`config.mk`:
```
export PLATFORM = sky130hd
export DESIGN_NAME = polyphase_resampler_3_to_2_top
export DESIGN_NICKNAME = d
export VERILOG_FILES = /design/src/hdl/pr32_pkg.sv /design/src/hdl/pr32_taps.sv /design/src/hdl/pr32_mac.sv /design/src/hdl/polyphase_resampler_3_to_2_top.sv
export SDC_FILE = /design/constraint.sdc
export NUM_CORES = 2
export LEC_CHECK = 0
export BUFFER_PORTS_ARGS = -buffer_cell sky130_fd_sc_hd__clkbuf_2
export CAP_MARGIN = 20
export CORE_MARGIN = 2
export CORE_UTILIZATION = 35
export CTS_BUF_LIST = sky130_fd_sc_hd__clkbuf_16
export CTS_CLUSTER_SIZE = 25
export DETAILED_ROUTE_END_ITERATION = 8
export GPL_TIMING_DRIVEN = 0
export SETUP_SLACK_MARGIN = 0.5
export SLEW_MARGIN = 20
export SYNTH_ARGS = -nofsm -noshare
export SYNTH_HDL_FRONTEND = slang
export SYNTH_SLANG_ARGS = --single-unit
```
`constraint.sdc`:
```
create_clock -name clk -period 19.45 [get_ports clk]
set_input_delay 1.945 -clock clk [delete_from_list [all_inputs] [get_ports clk]]
set_output_delay 1.945 -clock clk [all_outputs]
set_load 0.01 [all_outputs]
```
`src/hdl/pr32_pkg.sv`:
```
`timescale 1ns / 1ps
// ============================================================================
// pr32_pkg
// Shared types and constants of the 3:2 polyphase resampler: kernel size,
// coefficient ROM, scheduling offsets and the control structs between blocks.
// ============================================================================
package pr32_pkg;

    localparam int TAPS        = 23;
    localparam int TAP_W       = 5;
    localparam int PHASES      = 2;
    localparam int ROM_BITS    = 18;
    localparam int GUARD_BITS  = 5;
    localparam int ROUND_TAP   = TAPS + 1;
    localparam int LAG         = 13;
    localparam int AGE_OFFSET  = 9;
    localparam int MAX_RESULTS = 12;
    localparam int CNT_W       = 4;
    localparam int OUT_W       = 16;

    localparam logic signed [ROM_BITS-1:0] COEF_TABLE [PHASES][TAPS] = '{
        '{  18'sd0,      18'sd0,      -18'sd141,   18'sd692,    -18'sd226,
           -18'sd2847,   18'sd5603,   -18'sd659,   -18'sd15592,  18'sd35469,
            18'sd86508,  18'sd35469,  -18'sd15592, -18'sd659,    18'sd5603,
           -18'sd2847,  -18'sd226,     18'sd692,   -18'sd141,    18'sd0,
            18'sd0,      18'sd0,       18'sd0 },
        '{  18'sd0,      18'sd0,       18'sd0,     -18'sd48,     18'sd64,
            18'sd950,   -18'sd2353,    18'sd443,    18'sd6672,  -18'sd12263,
            18'sd816,    18'sd71288,   18'sd71288,  18'sd816,   -18'sd12263,
            18'sd6672,   18'sd443,    -18'sd2353,   18'sd950,    18'sd64,
           -18'sd48,     18'sd0,       18'sd0 }
    };

    typedef struct packed {
        logic             clear;
        logic             issue;
        logic             round;
        logic             phase;
        logic [TAP_W-1:0] tap;
    } mac_ctrl_t;

    typedef struct packed {
        logic             shift;
        logic             clear;
        logic             rd_en;
        logic [TAP_W-1:0] rd_age;
    } taps_ctrl_t;

    function automatic logic signed [ROM_BITS-1:0] coef_rom(
        input logic             phase,
        input logic [TAP_W-1:0] tap
    );
        logic signed [ROM_BITS-1:0] val;
        val = '0;
        if (tap < TAP_W'(TAPS))
        begin
            val = COEF_TABLE[phase][tap];
        end
        return val;
    endfunction

endpackage

```
`src/hdl/pr32_taps.sv`:
```
`timescale 1ns / 1ps
// ============================================================================
// pr32_taps
// Input delay line of the resampler: shifts in one sample per transaction and
// serves one tap per cycle by age, zero when the read is not enabled.
// ============================================================================
module pr32_taps #(
    parameter int SAMPLE_BITS = 16
) (
    input  logic                     clk,
    input  logic                     rst_n,
    input  pr32_pkg::taps_ctrl_t     ctrl,
    input  logic [SAMPLE_BITS-1:0]   shift_data,
    output logic [SAMPLE_BITS-1:0]   rd_data
);

    logic [SAMPLE_BITS-1:0] line_reg [pr32_pkg::TAPS];

    always_ff @(posedge clk or negedge rst_n)
    begin
        if (!rst_n)
        begin
            for (int i = 0; i < pr32_pkg::TAPS; i++)
            begin
                line_reg[i] <= '0;
            end
        end
        else if (ctrl.clear)
        begin
            for (int i = 0; i < pr32_pkg::TAPS; i++)
            begin
                line_reg[i] <= '0;
            end
        end
        else if (ctrl.shift)
        begin
            for (int i = pr32_pkg::TAPS - 1; i > 0; i--)
            begin
                line_reg[i] <= line_reg[i-1];
            end
            line_reg[0] <= shift_data;
        end
    end

    assign rd_data = ctrl.rd_en ? line_reg[ctrl.rd_age] : '0;

endmodule

```
`src/hdl/pr32_mac.sv`:
```
`timescale 1ns / 1ps
// ============================================================================
// pr32_mac
// Shared multiply-accumulate unit: one tap product per cycle, a registered
// accumulator, then rounding and saturation of the finished sum.
// ============================================================================
module pr32_mac #(
    parameter int SAMPLE_BITS = 16,
    parameter int COEF_BITS   = 18
) (
    input  logic                     clk,
    input  logic                     rst_n,
    input  pr32_pkg::mac_ctrl_t      ctrl,
    input  logic [SAMPLE_BITS-1:0]   sample,
    output logic [SAMPLE_BITS-1:0]   y,
    output logic                     clip
);

    localparam int PROD_W = SAMPLE_BITS + COEF_BITS;
    localparam int ACC_W  = PROD_W + pr32_pkg::GUARD_BITS;
    localparam logic signed [ACC_W-1:0] ROUND_ADD = ACC_W'(1 << (COEF_BITS - 2));
    localparam logic signed [ACC_W-1:0] Y_HI      = ACC_W'((1 << (SAMPLE_BITS - 1)) - 1);
    localparam logic signed [ACC_W-1:0] Y_LO      = ~Y_HI;

    logic signed [pr32_pkg::ROM_BITS-1:0] rom_val;
    logic signed [COEF_BITS-1:0]          coef;
    logic signed [SAMPLE_BITS-1:0]        sample_s;
    logic signed [PROD_W-1:0]             prod_reg;
    logic                                 prod_valid_reg;
    logic signed [ACC_W-1:0]              acc_reg;
    logic signed [ACC_W-1:0]              rsum;
    logic signed [ACC_W-1:0]              yfull;
    logic [SAMPLE_BITS-1:0]               y_next;
    logic                                 clip_next;
    logic [SAMPLE_BITS-1:0]               y_reg;
    logic                                 clip_reg;

    assign rom_val  = pr32_pkg::coef_rom(ctrl.phase, ctrl.tap);
    assign sample_s = $signed(sample);

    generate
        if (COEF_BITS >= pr32_pkg::ROM_BITS)
        begin : g_widen
            assign coef = COEF_BITS'(rom_val) <<< (COEF_BITS - pr32_pkg::ROM_BITS);
        end
        else
        begin : g_narrow
            localparam int DROP = pr32_pkg::ROM_BITS - COEF_BITS;
            logic signed [pr32_pkg::ROM_BITS:0] rounded;
            assign rounded = (pr32_pkg::ROM_BITS + 1)'(rom_val)
                           + (pr32_pkg::ROM_BITS + 1)'(1 << (DROP - 1));
            assign coef    = $signed(rounded[DROP +: COEF_BITS]);
        end
    endgenerate

    always_comb
    begin
        rsum      = acc_reg + ROUND_ADD;
        yfull     = rsum >>> (COEF_BITS - 1);
        clip_next = 1'b0;
        y_next    = yfull[SAMPLE_BITS-1:0];
        if (yfull > Y_HI)
        begin
            y_next    = Y_HI[SAMPLE_BITS-1:0];
            clip_next = 1'b1;
        end
        else if (yfull < Y_LO)
        begin
            y_next    = Y_LO[SAMPLE_BITS-1:0];
            clip_next = 1'b1;
        end
    end

    always_ff @(posedge clk or negedge rst_n)
    begin
        if (!rst_n)
        begin
            prod_valid_reg <= 1'b0;
            acc_reg        <= '0;
        end
        else
        begin
            prod_valid_reg <= ctrl.issue;
            if (ctrl.clear)
            begin
                acc_reg <= '0;
            end
            else if (prod_valid_reg)
            begin
                acc_reg <= acc_reg + ACC_W'(prod_reg);
            end
        end
    end

    always_ff @(posedge clk)
    begin
        prod_reg <= sample_s * coef;
        if (ctrl.round)
        begin
            y_reg    <= y_next;
            clip_reg <= clip_next;
        end
    end

    assign y    = y_reg;
    assign clip = clip_reg;

endmodule

```
`src/hdl/polyphase_resampler_3_to_2_top.sv`:
```
`timescale 1ns / 1ps
// ============================================================================
// polyphase_resampler_3_to_2_top
// 24 kHz to 16 kHz polyphase windowed-sinc resampler, two phases of 23 taps.
// ============================================================================
// Input channel (feed_valid / feed_stall): one sample per transaction, with
// end_of_stream on the last sample of a stream. Output channel (result_valid
// / result_stall): one resampled sample per transaction, final_output on the
// last one of a stream, clipped when the rounded sum saturated.
// Every third input from the thirteenth on produces two outputs; the end of
// stream flushes the pending outputs (at most 12) and clears the block.
// One shared multiplier-accumulator runs 23 taps per output. An input that
// produces no output passes through the check state alone; each output takes
// a setup check, the 23 taps, the pipeline drain and the hand-off.
// feed_stall is high from acceptance until the cycle after the last output of
// that input has been loaded into the output register.
// Reset clears the delay line, the counters and the output register. A
// stalled result holds in the output register; the block waits in front of
// it with the next result and takes no input meanwhile.
// ============================================================================
module polyphase_resampler_3_to_2_top #(
    parameter int SAMPLE_BITS = 16,
    parameter int COEF_BITS   = 18,
    parameter int COUNT_BITS  = 32
) (
    input  logic                clk,
    input  logic                rst_n,
    input  logic                feed_valid,
    output logic                feed_stall,
    input  logic signed [15:0]  sample_in,
    input  logic                end_of_stream,
    output logic                result_valid,
    input  logic                result_stall,
    output logic signed [15:0]  sample_out,
    output logic                final_output,
    output logic                clipped
);

    localparam int TRI_W = COUNT_BITS + 1;
    localparam int K3_W  = COUNT_BITS + 2;
    localparam int AGE_W = COUNT_BITS + 3;
    localparam int TAP_W = pr32_pkg::TAP_W;
    localparam int CNT_W = pr32_pkg::CNT_W;

    typedef enum logic [1:0] {
        ST_IDLE,
        ST_CHECK,
        ST_MAC,
        ST_PUSH
    } state_t;

    state_t                  state_reg,        state_next;
    logic [COUNT_BITS-1:0]   in_index_reg,     in_index_next;
    logic [COUNT_BITS-1:0]   out_index_reg,    out_index_next;
    logic [TRI_W-1:0]        tri_reg,          tri_next;
    logic [K3_W-1:0]         k3_reg,           k3_next;
    logic                    eos_reg,          eos_next;
    logic [CNT_W-1:0]        count_reg,        count_next;
    logic [TAP_W-1:0]        tap_reg,          tap_next;
    logic [AGE_W-1:0]        age_reg,          age_next;
    logic                    result_valid_reg, result_valid_next;
    logic [15:0]             sample_out_reg,   sample_out_next;
    logic                    final_reg,        final_next;
    logic                    clipped_reg,      clipped_next;

    logic                    emit;
    logic                    age_ok;
    logic                    slot_free;
    logic [AGE_W-1:0]        age_base;
    logic [SAMPLE_BITS-1:0]  feed_sample;
    logic [SAMPLE_BITS-1:0]  tap_sample;
    logic [SAMPLE_BITS-1:0]  mac_y;
    logic                    mac_clip;
    pr32_pkg::mac_ctrl_t     mac_ctrl;
    pr32_pkg::taps_ctrl_t    taps_ctrl;

    assign feed_sample = SAMPLE_BITS'($unsigned(sample_in));
    assign slot_free   = !result_valid_reg || !result_stall;

    assign emit = (count_reg < CNT_W'(pr32_pkg::MAX_RESULTS))
               && (eos_reg ? (k3_reg < {1'b0, in_index_reg, 1'b0})
                           : (({1'b0, tri_reg} + K3_W'(pr32_pkg::LAG))
                              <= {2'b0, in_index_reg}));

    assign age_base = {3'b0, in_index_reg} + AGE_W'(pr32_pkg::AGE_OFFSET)
                    - {2'b0, tri_reg};
    assign age_ok   = !age_reg[AGE_W-1] && (age_reg < AGE_W'(pr32_pkg::TAPS));

    always_comb
    begin
        mac_ctrl.clear = (state_reg == ST_CHECK) && emit;
        mac_ctrl.issue = (state_reg == ST_MAC) && (tap_reg < TAP_W'(pr32_pkg::TAPS));
        mac_ctrl.round = (state_reg == ST_MAC) && (tap_reg == TAP_W'(pr32_pkg::ROUND_TAP));
        mac_ctrl.phase = out_index_reg[0];
        mac_ctrl.tap   = tap_reg;

        taps_ctrl.shift  = (state_reg == ST_IDLE) && feed_valid;
        taps_ctrl.clear  = (state_reg == ST_CHECK) && !emit && eos_reg;
        taps_ctrl.rd_en  = mac_ctrl.issue && age_ok;
        taps_ctrl.rd_age = age_reg[TAP_W-1:0];
    end

    always_comb
    begin
        state_next        = state_reg;
        in_index_next     = in_index_reg;
        out_index_next    = out_index_reg;
        tri_next          = tri_reg;
        k3_next           = k3_reg;
        eos_next          = eos_reg;
        count_next        = count_reg;
        tap_next          = tap_reg;
        age_next          = age_reg;
        result_valid_next = result_valid_reg && result_stall;
        sample_out_next   = sample_out_reg;
        final_next        = final_reg;
        clipped_next      = clipped_reg;

        case (state_reg)
            ST_IDLE:
            begin
                if (feed_valid)
                begin
                    if (in_index_reg != '1)
                    begin
                        in_index_next = in_index_reg + COUNT_BITS'(1);
                    end
                    eos_next   = end_of_stream;
                    count_next = '0;
                    state_next = ST_CHECK;
                end
            end
            ST_CHECK:
            begin
                if (emit)
                begin
                    age_next   = age_base;
                    tap_next   = '0;
                    state_next = ST_MAC;
                end
                else
                begin
                    if (eos_reg)
                    begin
                        in_index_next  = '0;
                        out_index_next = '0;
                        tri_next       = '0;
                        k3_next        = '0;
                    end
                    state_next = ST_IDLE;
                end
            end
            ST_MAC:
            begin
                tap_next = tap_reg + TAP_W'(1);
                if (mac_ctrl.issue)
                begin
                    age_next = age_reg - AGE_W'(1);
                end
                if (mac_ctrl.round)
                begin
                    count_next = count_reg + CNT_W'(1);
                    if (out_index_reg != '1)
                    begin
                        out_index_next = out_index_reg + COUNT_BITS'(1);
                        k3_next        = k3_reg + K3_W'(3);
                        if (out_index_reg[0])
                        begin
                            tri_next = tri_reg + TRI_W'(3);
                        end
                    end
                    state_next = ST_PUSH;
                end
            end
            ST_PUSH:
            begin
                if (slot_free)
                begin
                    result_valid_next = 1'b1;
                    sample_out_next   = 16'(mac_y);
                    clipped_next      = mac_clip;
                    final_next        = eos_reg && !emit;
                    state_next        = ST_CHECK;
                end
            end
            default:
            begin
                state_next = ST_IDLE;
            end
        endcase
    end

    always_ff @(posedge clk or negedge rst_n)
    begin
        if (!rst_n)
        begin
            state_reg        <= ST_IDLE;
            in_index_reg     <= '0;
            out_index_reg    <= '0;
            tri_reg          <= '0;
            k3_reg           <= '0;
            eos_reg          <= 1'b0;
            count_reg        <= '0;
            tap_reg          <= '0;
            age_reg          <= '0;
            result_valid_reg <= 1'b0;
            sample_out_reg   <= '0;
            final_reg        <= 1'b0;
            clipped_reg      <= 1'b0;
        end
        else
        begin
            state_reg        <= state_next;
            in_index_reg     <= in_index_next;
            out_index_reg    <= out_index_next;
            tri_reg          <= tri_next;
            k3_reg           <= k3_next;
            eos_reg          <= eos_next;
            count_reg        <= count_next;
            tap_reg          <= tap_next;
            age_reg          <= age_next;
            result_valid_reg <= result_valid_next;
            sample_out_reg   <= sample_out_next;
            final_reg        <= final_next;
            clipped_reg      <= clipped_next;
        end
    end

    pr32_taps #(
        .SAMPLE_BITS (SAMPLE_BITS)
    ) u_taps (
        .clk        (clk),
        .rst_n      (rst_n),
        .ctrl       (taps_ctrl),
        .shift_data (feed_sample),
        .rd_data    (tap_sample)
    );

    pr32_mac #(
        .SAMPLE_BITS (SAMPLE_BITS),
        .COEF_BITS   (COEF_BITS)
    ) u_mac (
        .clk    (clk),
        .rst_n  (rst_n),
        .ctrl   (mac_ctrl),
        .sample (tap_sample),
        .y      (mac_y),
        .clip   (mac_clip)
    );

    assign feed_stall   = (state_reg != ST_IDLE);
    assign result_valid = result_valid_reg;
    assign sample_out   = $signed(sample_out_reg);
    assign final_output = final_reg;
    assign clipped      = clipped_reg;

    a_k3_tracks_index: assert property (@(posedge clk) disable iff (!rst_n)
        k3_reg == ({2'b0, out_index_reg} + {1'b0, out_index_reg, 1'b0}))
        else $error("k3_reg out of step with out_index_reg");

    a_tri_tracks_block: assert property (@(posedge clk) disable iff (!rst_n)
        tri_reg == ({2'b0, out_index_reg[COUNT_BITS-1:1]}
                  + {1'b0, out_index_reg[COUNT_BITS-1:1], 1'b0}))
        else $error("tri_reg out of step with output block");

    a_count_bound: assert property (@(posedge clk) disable iff (!rst_n)
        count_reg <= CNT_W'(pr32_pkg::MAX_RESULTS))
        else $error("too many results for one transaction");

    a_steady_window: assert property (@(posedge clk) disable iff (!rst_n)
        (state_reg == ST_CHECK && emit && !eos_reg)
        |=> (age_reg == AGE_W'(pr32_pkg::TAPS - 1)))
        else $error("steady-state tap window misaligned");

    a_flush_clears: assert property (@(posedge clk) disable iff (!rst_n)
        (state_reg == ST_CHECK && !emit && eos_reg)
        |=> (in_index_reg == '0 && out_index_reg == '0 && state_reg == ST_IDLE))
        else $error("end of stream did not clear the counters");

endmodule

```
---- Word-level counts from Yosys, hierarchy flattened ----
Cells that the tools add are included.
W data, S select, Z words.
cells by class
  eq/ne operators ......................... 16
  add/sub/neg operators ................... 12
  muxes and demuxes ....................... 52
  reductions and logical operators ........ 32
  bitwise gates (word level) .............. 3
  $mul .................................... 1
  $lt $le $gt $ge ......................... 10
operators by type and width
  cell                      number
  $mux W414                 2
  $mux W368                 2
  $mux W378                 1
  $mux W32                  6
  $mux W33                  5
  $mux W34                  4
  $pmux W32 S2              2
  $bmux W18 S5              1
  $bmux W16 S5              1
  $mux W39                  2
  $mux W35                  2
  $pmux W35 S2              1
  $pmux W34 S2              1
  $pmux W33 S2              1
  $add A32 B1 Y32 const B   2
  $mux W16                  4
  $ne A32 B32 Y1 const B    2
  $mux W18                  3
  $add A39 B18 Y39 const B  1
  $add A39 B34 Y39          1
  $lt A35 B5 Y1 const B     1
  $sub A35 B1 Y35 const B   1
  $add A33 B4 Y34 const B   1
  $add A34 B2 Y34 const B   1
  37 further kinds          78
storage, ports and cells
  input port bits ......................... 21
  flip-flop bits (word level) ............. 656
  word-level logic and storage cells ...... 167
  output and inout port bits .............. 20

---- Depth between registers and ports, before layout ----
  depth in word-level cells ............... 9
  depth in mapped cells ................... 36
  mapped depth without buffers ............ 32

---- Hierarchy ----
Synthesis repeated with hierarchy kept, for this count alone.
second synthesis, totals
  cell total of the unflattened synthesis .. 5357
  area total of the unflattened synthesis .. 50689.9 um^2
by module, submodules not included
  module                          cells each  sequential area each (um^2)  area each (um^2)  times used
  pr32_taps                       1515        9208.8                       17778.3           1
  pr32_mac                        1996        2192.1                       17499.3           1
  polyphase_resampler_3_to_2_top  1846        4929.7                       15412.3           1

---- Worst setup path after synthesis ----
No wires, ideal clock.
  path kind ............................... reg2reg
  from .................................... register age_reg[0]
  to ...................................... register u_mac.prod_reg[31]
  stages on the path, launching flop included .. 32
  path slack .............................. 10.937 ns
  data arrival time ....................... 8.393 ns
  period minus slack after synthesis ...... 8.513 ns
  data required time ...................... 19.330 ns
  setup time .............................. 0.120 ns
  buffers on the path ..................... 4
  cells stage by stage .................... dfrtp_1 buf_2 buf_2 buf_2 mux4_2 mux4_2 inv_1 o22ai_1 nand2_1 clkbuf_1 nor2_1 fa_1 inv_1 fa_1 fa_1 inv_1 fa_1 fa_1 inv_1 fa_1 inv_1 ha_1 and3_1 a31oi_1 o21ai_0 a21oi_1 o211ai_1 a211oi_1 nor3_1 o21a_1 o41a_1 xor2_1
on the way
  cells in the longest elaborated chain, start to end .. 6
  elaborated cells between the ends (all ways) .. 9
  classes of those cells .................. 1 x mul; 1 x order compare; 4 x mux; 1 x bitwise; 2 x reduce/logical
RTL lines
  item                                                   line                                   text
  start, declared                                        polyphase_resampler_3_to_2_top.sv:60   logic [AGE_W-1:0] age_reg, age_next;
  start signal, assigned                                 polyphase_resampler_3_to_2_top.sv:221  age_reg <= age_next;
  branches (longest 4 deep; another with $lt A35 B5 Y1)  n/a
  $mux W16 *                                             pr32_taps.sv:45                        assign rd_data = ctrl.rd_en ? line_reg[ctrl.rd_age] : '0;
  $mul A16 B18 Y34 *                                     pr32_mac.sv:97                         prod_reg <= sample_s * coef;
  end signal, assigned                                   pr32_mac.sv:97
  end, declared                                          pr32_mac.sv:28                         logic signed [PROD_W-1:0] prod_reg;
Every way passes the cells marked *. The select of a mux whose other input is x is not followed.
A chain may end at the register's enable or synchronous reset.

---- Final worst setup path ----
  from .................................... register age_reg[1]
  to ...................................... register u_mac.prod_reg[33]
Same word-level chain as after synthesis.

==> key figures <==
Timing
  – Final Hold Vio Count: 0
  – Number of max-slew violations in the final report: 0
  – Total setup violations reported at the end of the flow: 0
  – Slew at the pin closest to its max-slew limit: 1180 ps
  – Total Negative Setup Slacks: 0 ps
  – Slew Limit Headroom: 20.8%
  – Fraction of the cycle the final worst path needs: 58.7%
  – Worst Clk Skew: 64.4 ps
  – Setup repair after global routing missed its margin: no
  – Highest clock frequency the design can meet: 87.6 MHz
  – Min cycle time layout: 11420 ps
  – Tightest hold margin: 437 ps

Routing
  – Remaining DRCs: 0
  – Post-detailed-routing wire length: 153000 µm
  – WL per Instance: 19.7 µm
  – Ratio of routed vias to standard cells: 5.43
  – Via total after detailed routing: 42000
  – Iter 0 DRT Violations: 3745
  – Antenna-violating nets left: 0
  – Detailed-router iteration count before antenna repair: 6

Synth
  – Part of the Yosys area used for sequential elements: 33.1%
  – Synthesized instance count: 5667
  – Asr flop ratio synth: 92.2%
  – Net count after synthesis: 6254
  – Ys flop type: dfrtp_1
  – Post-Synthesis Cell Area: 49400 µm²
  – Yosys warning total: 0
  – Number of register bits inferred by synthesis: 656
  – Leading cell types by total area after synthesis: dfrtp_1 (31%), fa_1 (12%), nand2_1 (8.8%)
  – Top cell type by total area after synthesis: dfrtp_1
  – Yosys top cell area share: 30.7%
  – Count of flip-flops with a built-in enable after synthesis: 17
  – Number of unique standard cell types used by synthesis: 91
  – Average size of a mapped cell: 8.71 µm²

Clock tree
  – Count of clock tree sinks: 656
  – # Post-CTS Setup Buffers: 0
  – CTS max path bufs: 3
  – Total clock buffers created by CTS: 78
  – Number of hold buffers added after CTS: 0
  – TritonCTS clock tree: built
  – Register clock-pin slew on the reported worst setup and hold paths: 60 ps
  – Later-pin clock latency in the skew report: 730 ps
  – CTS-repair resized insts: 0
  – H-tree levels: 3
  – Clk Tree Root Cell: clkbuf_16

Setup path
  – CP Data Required Time: 20010 ps
  – Crit. End Element: register
  – Largest fanout of any net on the critical path: 10
  – Worst Path Class, Setup: reg2reg
  – Launching element type of the critical path: register
  – Data arrival time of the critical path: 11980 ps
  – Biggest cell delay along the critical path: 820 ps
  – Library cell appearing most often on the critical path: fa_1
  – Master of the slowest instance on the critical path: clkbuf_1

Final layout
  – Flip-flop count of the largest register, all copies and words added: 368
  – Count of placed standard cells in the final layout, fillers left out: 7738
  – Share of final-layout standard cells stronger than drive strength 1: 6.16%
  – Most frequent standard cell in the layout excluding fill and tap cells: nand2_1
  – Layout Nets: 6382
  – Commonest non-fill, non-tap cells in the layout: nand2_1 (1155), dfrtp_1 (605), a21oi_1 (551), inv_1 (532), nor2_1 (376)
  – Post-route design area: 54700 µm²
  – Area overhead of the layout relative to synthesis: 10.8%

Power
  – Total chip power: 2.87 mW
  – Leak: 24.7 nW
  – Peak ir drop on the vdd network: 61.0 µV
  – Total power divided by cell area: 52.4 nW/µm²

Job
  – Max capacitance violation total: 0

GRT
  – Number of antenna violations at the first check in global routing: 1
  – First-pass GRT wire length: 243000 µm
  – Largest net degree at the start of global routing: 94
  – Global route total overflow: 0
  – Via count of the first global-routing pass: 41500
  – Overall track demand over capacity in global routing: 21.2%

Placement
  – Count of buffers from port buffering: 39
  – Cell area after placement: 52200 µm²
  – Dpl cells: 7591
  – Half-perimeter wire length of the detailed placement result: 116000 µm
  – Weighted congestion reported at the end of routability-driven placement: 0.943

Die
  – Die area: 144000 µm²
  – Cell Rows: 137
  – Die Height: 380 µm
  – Horiz. Die Dim: 380 µm
  – I/O pin count: 41
  – Core area: 140000 µm²
  – Starting utilization of the core area: 35.3%

Status
  – Result of the run: finished, final reports clean

Hold path
  – Type of the most critical hold path: reg2reg
[worst paths after layout]
check	startpoint	end	slack (ps)	cells after the start
max	age_reg[1]$_DFFE_PN0P_	u_mac.prod_reg[33]$_DFF_P_	8030	31
min	u_mac.y[11]$_SDFFCE_PN1P_	sample_out[11]$_DFFE_PN0P_	440	2
max reg2reg	age_reg[1]$_DFFE_PN0P_	u_mac.prod_reg[33]$_DFF_P_	8030	31
min reg2reg	u_mac.y[11]$_SDFFCE_PN1P_	sample_out[11]$_DFFE_PN0P_	440	2
max in group asynchronous	rst_n	k3_reg[29]$_DFFE_PN0P_	16510	4
min in group asynchronous	rst_n	u_taps.line_reg[51]$_DFFE_PN0P_	1230	1
[cell usage after synthesis, types with 22 or more instances]
cell type	instances
a21o_1	80
a21oi_1	551
a22o_1	92
a31oi_1	31
and2_1	26
and3_1	24
buf_2	46
clkbuf_1	250
dfrtp_1	605
dfxtp_1	34
fa_1	293
ha_1	273
inv_1	514
mux2i_1	50
mux4_2	97
nand2_1	1155
nand2b_1	35
nand3_1	125
nand4_1	51
nor2_1	377
nor2b_1	28
nor3_1	70
nor4_1	42
o211ai_1	32
o21a_1	22
o21ai_0	221
o22ai_1	43
o31ai_1	38
or2_2	24
or3_1	50
xnor2_1	118
xor2_1	30
[worst max-delay path: cells and delay by family (launching register included)]
| kind | cells | cell delay [ps] |
|---|---|---|
| AOI/OAI and AO/OA | 7 | 1760 |
| xor gates and xnor gates | 1 | 270 |
| adders and majority gates | 7 | 3330 |
| buffers and inverters | 9 | 2990 |
| DFF | 1 | 420 |
| muxes | 2 | 1020 |
| and+or+nand+nor | 5 | 1430 |
[cells by family after synthesis]
kind of cell / count (synthesis) / synth area share, %
AO/OA/AOI/OAI: 1257 / 15.6
adder cells (fa/ha/maj): 566 / 18.8
buffers and inverters: 840 / 6.52
flip-flops: 656 / 33.1
multiplexers: 151 / 5.53
AND/OR/NAND/NOR: 2049 / 17.9
XOR/XNOR: 148 / 2.62
[power breakdown]
group	internal (mW)	switching (mW)
combinational	0.00559	0.0271
clock	0.825	0.641
sequential	1.37	0.000000000758
total	2.20	0.669
[layer usage]
metal,vias up,routed length [µm],global-route usage [%]
met3,256,9290,2.61
met4,0,4650,7.02
met5,-,0,0
met2,1397,69600,33.4
li1,19500,-,-
met1,20800,69100,30.2
[layout make-up]
| type | count | area (µm²) |
|---|---|---|
| Fill cell | 14200 | 85000 |
| Multi-Input combinational cell | 4171 | 29900 |
| Sequential cell | 656 | 16300 |
| Tap cell | 1876 | 2350 |
| Clock buffer | 79 | 1980 |
| Inverter | 521 | 1960 |
| Buffer | 319 | 1270 |
| Clock inverter | 65 | 539 |
| Timing Repair Buffer | 48 | 419 |
| Antenna cell | 3 | 7.51 |
[stage by stage]
step	utilization, %	worst slack (ps)
global route	39.2	7470
floorplan	-	10940
finish	39.2	8030
detailed placement	37.3	8180
global placement	37.2	945
CTS	39.2	8020
No activity file was read; power rests on OpenSTA's default activity.
